===== src/hdl/bsep_pkg.sv =====
// Shared types and constants for the bounded subset equal partition block.
package bsep_pkg;
   localparam int DefReachBits  = 65536;
   localparam int DefCountWidth = 12;
   localparam int WeightClasses = 6;

   typedef enum logic [2:0] {
      ST_IDLE,
      ST_CLEAR,
      ST_NEXT,
      ST_FOLD,
      ST_FOLD_WAIT,
      ST_READ,
      ST_READ_WAIT,
      ST_DONE
   } state_type;

   typedef struct packed {
      logic load;
      logic clear_start;
      logic piece_start;
      logic fold_start;
      logic read_start;
      logic finish;
   } cmd_type;

   typedef struct packed {
      logic trivial_no;
      logic clear_done;
      logic pieces_done;
      logic piece_skip;
      logic fold_done;
      logic read_done;
   } sts_type;
endpackage


===== src/hdl/bsep_control.sv =====
// Controller state machine sequencing clear, folds and answer read.
module bsep_control (
   input  logic               clock,
   input  logic               reset,
   input  logic               req_valid,
   output logic               req_stall,
   output logic               rsp_valid,
   input  logic               rsp_stall,
   output bsep_pkg::cmd_type  cmd,
   input  bsep_pkg::sts_type  sts,
   input  logic               answer,
   output logic               rsp_can_divide
);
   import bsep_pkg::*;

   state_type state_ff, state_in;
   logic      valid_ff, valid_in, res_ff, res_in;
   logic      out_ff, out_in;

   always_ff @(posedge clock) begin
      if (reset) begin
         state_ff <= ST_IDLE;
         valid_ff <= 1'b0;
      end else begin
         state_ff <= state_in;
         valid_ff <= valid_in;
      end
      res_ff <= res_in;
      out_ff <= out_in;
   end

   assign rsp_valid      = valid_ff;
   assign rsp_can_divide = out_ff;

   always_comb begin
      state_in  = state_ff;
      cmd       = '0;
      req_stall = 1'b1;
      valid_in  = valid_ff && rsp_stall;
      res_in    = res_ff;
      out_in    = out_ff;
      unique case (state_ff)
         ST_IDLE: begin
            req_stall = 1'b0;
            if (req_valid) begin
               cmd.load = 1'b1;
               state_in = ST_CLEAR;
            end
         end
         ST_CLEAR: begin
            if (sts.trivial_no) begin
               res_in = 1'b0; state_in = ST_DONE;
            end else begin
               cmd.clear_start = 1'b1; state_in = ST_FOLD_WAIT;
            end
         end
         ST_FOLD_WAIT: begin
            if (sts.clear_done || sts.fold_done) begin
               cmd.piece_start = 1'b1; state_in = ST_NEXT;
            end
         end
         ST_NEXT: state_in = ST_FOLD;
         ST_FOLD: begin
            if (sts.pieces_done) begin
               cmd.read_start = 1'b1; state_in = ST_READ_WAIT;
            end else if (sts.piece_skip) begin
               cmd.piece_start = 1'b1; state_in = ST_NEXT;
            end else begin
               cmd.fold_start = 1'b1; state_in = ST_FOLD_WAIT;
            end
         end
         ST_READ_WAIT: begin
            if (sts.read_done) begin
               res_in = answer; state_in = ST_DONE;
            end
         end
         ST_READ: state_in = ST_DONE;
         default: begin
            if (!valid_ff || !rsp_stall) begin
               valid_in = 1'b1; out_in = res_ff; cmd.finish = 1'b1; state_in = ST_IDLE;
            end
         end
      endcase
   end
endmodule


===== config.mk =====
export PLATFORM = sky130hd
export DESIGN_NAME = bsep_control
export DESIGN_NICKNAME = d
export VERILOG_FILES = /design/src/hdl/bsep_pkg.sv /design/src/hdl/bsep_control.sv
export SDC_FILE = /design/constraint.sdc
export NUM_CORES = 1
export LEC_CHECK = 0
export ABC_AREA = 1
export BUFFER_PORTS_ARGS = -buffer_cell sky130_fd_sc_hd__buf_2
export CAP_MARGIN = 5
export CORE_AREA = 3 3 40 42
export CTS_CLUSTER_SIZE = 25
export DETAILED_ROUTE_END_ITERATION = 8
export DIE_AREA = 0 0 43 45
export GPL_TIMING_DRIVEN = 0
export SETUP_SLACK_MARGIN = 0.2
export SLEW_MARGIN = 25
export SYNTH_ARGS = -nofsm -noshare
export SYNTH_HDL_FRONTEND = slang
export SYNTH_SLANG_ARGS = --single-unit

===== constraint.sdc =====
create_clock -name clock -period 2.45 [get_ports clock]
set_input_delay 0.6125 -clock clock [delete_from_list [all_inputs] [get_ports clock]]
set_output_delay 0.6125 -clock clock [all_outputs]
set_load 0.005 [all_outputs]

==> results of run 1 <==
==> kinds of logic (layout without fill, tap and decap cells) <==
kind of cell	Yosys count	after routing	share of synthesized area (%)
flip-flops	6	6	34.6
AND/OR/NAND/NOR	43	43	45.1
AO/OA/AOI/OAI	7	7	8.95
buffers and inverters	12	35	11.4
==> routing by layer <==
| layer | track usage [%] | up-vias | share of wire, % |
|---|---|---|---|
| li1 | - | 258 | - |
| met1 | 10.9 | 188 | 43 |
| met2 | 18.0 | 11 | 51 |
| met3 | 5.98 | 0 | 6.0 |
| met4 | 1.81 | 0 | 0 |
| met5 | 0 | - | 0 |
==> synthesized netlist by cell type <==
cell type	count	area (µm²)
nand2_1	17	63.8
nor2_1	16	60.1
inv_1	11	41.3
nand3_1	6	30.0
a21oi_1	5	25.0
dfxtp_1	4	80.1
edfxtp_1	2	60.1
clkbuf_2	1	5.00
nand2_2	1	6.26
nor2_2	1	6.26
nor3_2	1	10.0
o21ai_0	1	5.00
o22ai_1	1	6.26
or2_2	1	6.26
==> cell type report <==
| type | count | area share (%) |
|---|---|---|
| sequential | 6 | 25.7 |
| inverter | 11 | 7.57 |
| clock buffer | 4 | 4.82 |
| multi-input combinational | 50 | 40.1 |
| tap | 15 | 3.44 |
| buffer | 1 | 0.917 |
| timing repair buffer | 19 | 17.4 |
==> through the flow <==
stage | power, mW | utilization, %
after floorplan | 0.339 | -
after global placement | 0.418 | 40.4
after detailed placement | 0.422 | 40.4
after CTS | 0.523 | 42.5
after global routing | 0.568 | 42.5
final | 0.514 | 42.5
==> power groups by stage <==
stage / logic, mW / clock network (mW) / registers [mW]
global placement: 0.254 / 0 / 0.164
finish: 0.253 / 0.0974 / 0.163
CTS: 0.258 / 0.102 / 0.163
floorplan: 0.183 / 0 / 0.156
global route: 0.291 / 0.111 / 0.166
detailed placement: 0.257 / 0 / 0.165
==> flip-flops by register name, indices dropped and copies added (netlist names) <==
signal	flops
rsp_valid	1
rsp_can_divide	1
res_ff	1
state_ff	3
==> path summary, 6_finish.rpt <==
kind                                  start  cells past startpoint              to
worst max-delay path            state_ff[0]                      5          cmd[3]
worst max register to register  state_ff[2]                      5          res_ff
worst min register to register       res_ff                      0  rsp_can_divide
worst min-delay path                 res_ff                      0  rsp_can_divide
==> out/metrics.csv, run 1 <==
stage,metric,value,unit
clocking,CTS sink cnt,6,
die,die height,45,µm
setup_path,CP Launch Type,flip-flop,
setup_path,Worst setup EP type,output port,
finish,Reg area,140,µm²
worst_hold_path,Hold Crit Class,flip-flop to flip-flop,
die,Initial Util,31.5,%
die,chip width,43,µm
pwr,PD cells,941,nW/µm²
global_routing,GRT Resource Usage Total,10.3,%
drt,initial drt markers,14,
setup_path,Required @ worst endpoint,1.84,ns
synth,synth unique cells,14,
finish,P&R area growth vs syn,34.6,%
synth,Synth Cell Area,405,µm²
clocking,CTS tree,yes,
sta,Max-slew headroom,85.0,%
pwr,Clock Power Share,19.0,%
placed_design,routability cong.,0.753,
clocking,clk_lat worst skew,0.24,ns
sta,hold slack,0.444,ns
clocking,postcts setup bufs,0,
pwr,Gate power share,49.2,%
sta,Slew Limit Fails,0,
global_routing,number of global-route vias before repair,396,
synth,Seq cells post-synth,6,
clocking,H-tree depth,1,
die,die area,1940,µm²
placed_design,hpwl dp,802,µm
drt,post-route ant nets,0,
synth,syn_nets,79,
clocking,cts repair resizes,0,
synth,Post-Synthesis Cells,68,
clocking,root buffer cell,clkbuf_4,
finish,Multi-input gate area,219,µm²
setup_path,Crit path max-delay family,flip-flops,
finish,layout cells sized above 1,29.7,%
drt,via density per instance,4.31,
die,row count,13,
finish,ant diodes,0,
sta,number of setup violations in the final report,0,
placed_design,post-place instance area,519,µm²
global_routing,pin count of the biggest net entering global routing,9,
setup_path,crit-path cells,nand2_1 > nor2_2 > inv_1 > o22ai_1 > buf_2,
run,max_cap viols,0,
clocking,# hold bufs at CTS,0,
pwr,worst vdd ir,0.340,mV
setup_path,CP Buf/Inv Count,2,
pwr,Seq pwr share,31.8,%
setup_path,Critical Path AT,1.26,ns
clocking,total CTS buffers,3,
finish,fillcell total,155,
sta,clock skew,0.00887,ns
finish,Non-Filler Instances,106,
finish,"commonest non-fill, non-tap cell in the layout",buf_2,
placed_design,count of buffers from port buffering,19,
setup_path,Slowest cell on crit path,dfxtp_1,
placed_design,pre-CTS WS,0.615,ns
pwr,internal power,298,µW
sta,period utilisation layout,76.6,%
global_routing,first-pass GRT wire length,1.48,mm
pwr,Leak,0.315,nW
sta,f_max,533,MHz
global_routing,total congestion overflow,0,
finish,"commonest non-fill, non-tap cells in the layout","buf_2 (19), nand2_1 (17), nor2_1 (16)",
setup_path,CP Class,flip-flop to output port,
synth,syn avg cell area,5.96,µm²
global_routing,initial antenna violation count,0,
finish,Final #Nets,103,
sta,Final WS setup,0.574,ns
die,Boundary Pins,20,
setup_path,maximum fanout along the worst path,6,
clocking,Clock Path Buffers,2,
sta,setup TNS,0,ns
pwr,P_sw,216,µW
synth,Synth Warn #,0,
sta,"Min Clock Period, post-route",1.88,ns
drt,DR vias,457,
drt,drt first pass iters,4,
drt,remaining routing DRC violations,0,
outcome,status,finished clean,
drt,DR WL/cell,8.99,µm
drt,drt total wl,953,µm
sta,final hold violations,0,
die,core area,1280,µm²
setup_path,CP peak stage delay,0.44,ns
finish,Finished Cell Area,546,µm²
placed_design,placed insts,102,
synth,register area share after synthesis,34.6,%
setup_path,R2R Setup Slk,1.21,ns
sta,Worst Tran Pin Value,0.224,ns
pwr,Switching Share,42.0,%
clocking,clock transition at the registers of the reported paths,0.05,ns
sta,unrepaired setup endpoints after global routing,no,
Power figures use the tool's default switching activity.
==> inputs of run 2 (changes only) <==
==> constraint.sdc (replaced) <==
create_clock -name clock -period 1.8 [get_ports clock]
set_input_delay 0.45 -clock clock [delete_from_list [all_inputs] [get_ports clock]]
set_output_delay 0.45 -clock clock [all_outputs]
set_load 0.005 [all_outputs]
==> out/metrics.csv, run 2 (same netlist as run 1, synthesis figures left out) <==
stage,metric,value,unit
outcome,status,finished clean,
die,die height,45,µm
setup_path,Worst R2R Start,state_ff[2],
die,core area,1280,µm²
clocking,Clock Path Buffers,2,
drt,DR vias,498,
global_routing,met1 usage,10.9,%
die,chip width,43,µm
run,max_cap viols,0,
placed_design,post-place instance area,519,µm²
drt,initial drt markers,4,
finish,fillcell total,134,
global_routing,pin count of the biggest net entering global routing,9,
drt,drt first pass iters,4,
setup_path,CP Class,flip-flop to output port,
die,Initial Util,31.5,%
clocking,clock transition at the registers of the reported paths,0.05,ns
global_routing,GRT Resource Usage Total,10.4,%
pwr,Leak,0.358,nW
worst_hold_path,Hold Startpoint,reset,
sta,f_max,642,MHz
drt,via density per instance,4.45,
setup_path,CP Buf/Inv Count,2,
finish,"commonest non-fill, non-tap cells in the layout","buf_2 (19), nand2_1 (16), nor2_1 (12)",
die,row count,13,
global_routing,grt peak-use layer,met2,
setup_path,Critical Path AT,1.11,ns
finish,max reg flops,3,
pwr,PD cells,1370,nW/µm²
clocking,CTS tree,yes,
setup_path,R2R Path End,res_ff,
die,die area,1940,µm²
finish,Final #Nets,109,
global_routing,initial antenna violation count,0,
sta,period utilisation layout,86.5,%
sta,Worst Tran Pin Value,0.199,ns
sta,"Min Clock Period, post-route",1.56,ns
setup_path,CP peak stage delay,0.40,ns
setup_path,Worst setup EP type,output port,
sta,Slew Limit Fails,0,
sta,clock skew,0.0105,ns
setup_path,maximum fanout along the worst path,6,
setup_path,Slowest cell on crit path,dfxtp_4,
finish,ant diodes,0,
clocking,CTS sink cnt,6,
placed_design,count of buffers from port buffering,19,
finish,layout cells sized above 1,44.3,%
finish,"commonest non-fill, non-tap cell in the layout",buf_2,
drt,drt total wl,1.08,mm
placed_design,routability cong.,0.753,
drt,post-route ant nets,0,
setup_path,crit-path cells,nand2_4 > nor2_4 > inv_2 > o22ai_1 > buf_2,
worst_hold_path,Hold Crit Endpoint,state_ff[0],
clocking,clk_lat worst skew,0.25,ns
global_routing,total congestion overflow,0,
global_routing,first-pass GRT wire length,1.50,mm
drt,remaining routing DRC violations,0,
sta,number of setup violations in the final report,0,
global_routing,routing usage on met2,18.6,%
clocking,root buffer cell,clkbuf_4,
sta,final hold violations,0,
sta,Max-slew headroom,86.6,%
setup_path,Required @ worst endpoint,1.35,ns
global_routing,number of global-route vias before repair,401,
sta,setup TNS,0,ns
sta,unrepaired setup endpoints after global routing,yes,
sta,hold slack,0.391,ns
global_routing,met3 Use GR,5.98,%
setup_path,CP Launch Type,flip-flop,
placed_design,hpwl dp,802,µm
setup_path,R2R cell count,5,
setup_path,Crit path max-delay family,flip-flops,
finish,Finished Cell Area,646,µm²
finish,P&R area growth vs syn,59.3,%
finish,"Most flops, register",state_ff,
die,Boundary Pins,20,
clocking,H-tree depth,1,
clocking,total CTS buffers,3,
pwr,worst vdd ir,0.551,mV
drt,DR WL/cell,9.64,µm
clocking,# hold bufs at CTS,0,
setup_path,R2R Setup Slk,0.50,ns
worst_hold_path,Hold Crit Class,input port to flip-flop,
worst_hold_path,hold path cells,2,
-- run 2: cell types whose count changed in the layout (fill, tap and decap cells not counted), sizes merged --
cell  delta
buf      +6
-- run 2: worst max-delay path by stage --
stage	startpoint	end	slack, ns	depth (start not counted)
floorplan	sts[2]	cmd[2]	0.49	2
global placement	sts[2]	cmd[2]	0.29	4
detailed placement	sts[2]	cmd[2]	0.29	4
CTS	state_ff[2]	cmd[4]	0.18	5
global route	state_ff[1]	cmd[3]	0.17	5
finish	state_ff[1]	cmd[3]	0.24	5
-- run 2: timing repair --
item | in CTS | in global routing
resized for setup | 7 | 12
endpoints found under the setup margin | 5 | 6
pin swaps | 0 | 3
setup buffers | 0 | 6
-- run 2: worst register-to-register path, cell delays in order (launching register included) --
cell and delay, ns:
dfxtp_1 0.30, clkbuf_4 0.21, nand2_2 0.09, nor2_1 0.16, inv_1 0.09, a21oi_1 0.17
-- run 2: final cells by class --
class | count | area [µm²] | share of cell area (%)
buffer | 1 | 7.51 | 1.16
timing repair buffer | 25 | 140 | 21.7
inverter | 11 | 41.3 | 6.40
clock buffer | 4 | 26.3 | 4.07
sequential | 6 | 148 | 22.9
multi-input combinational | 50 | 264 | 40.9
tap | 15 | 18.8 | 2.91
-- run 2: per-layer routing --
metal	up-vias	part of all wire, %
li1	274	-
met1	214	43
met2	8	52
met3	2	4.6
met4	0	0.83
met5	-	0
-- run 2: through the flow --
| step | worst slack [ns] | utilization [%] | total power [mW] | cells |
|---|---|---|---|---|
| 6_report | 0.243 | 50.2 | 0.883 | 112 |
| 4_1_cts | 0.176 | 43.6 | 0.739 | 106 |
| 3_5_place_dp | 0.290 | 40.4 | 0.574 | 102 |
| 3_3_place_gp | 0.293 | 40.4 | 0.569 | 102 |
| 5_1_grt | 0.170 | 50.2 | 0.959 | 112 |
| 2_1_floorplan | 0.489 | - | 0.462 | 68 |
-- run 2: report_power, final --
group / internal [mW] / switching (mW)
Combinational: 0.234 / 0.258
Clock: 0.0841 / 0.0514
Sequential: 0.195 / 0.0604
Total: 0.513 / 0.370
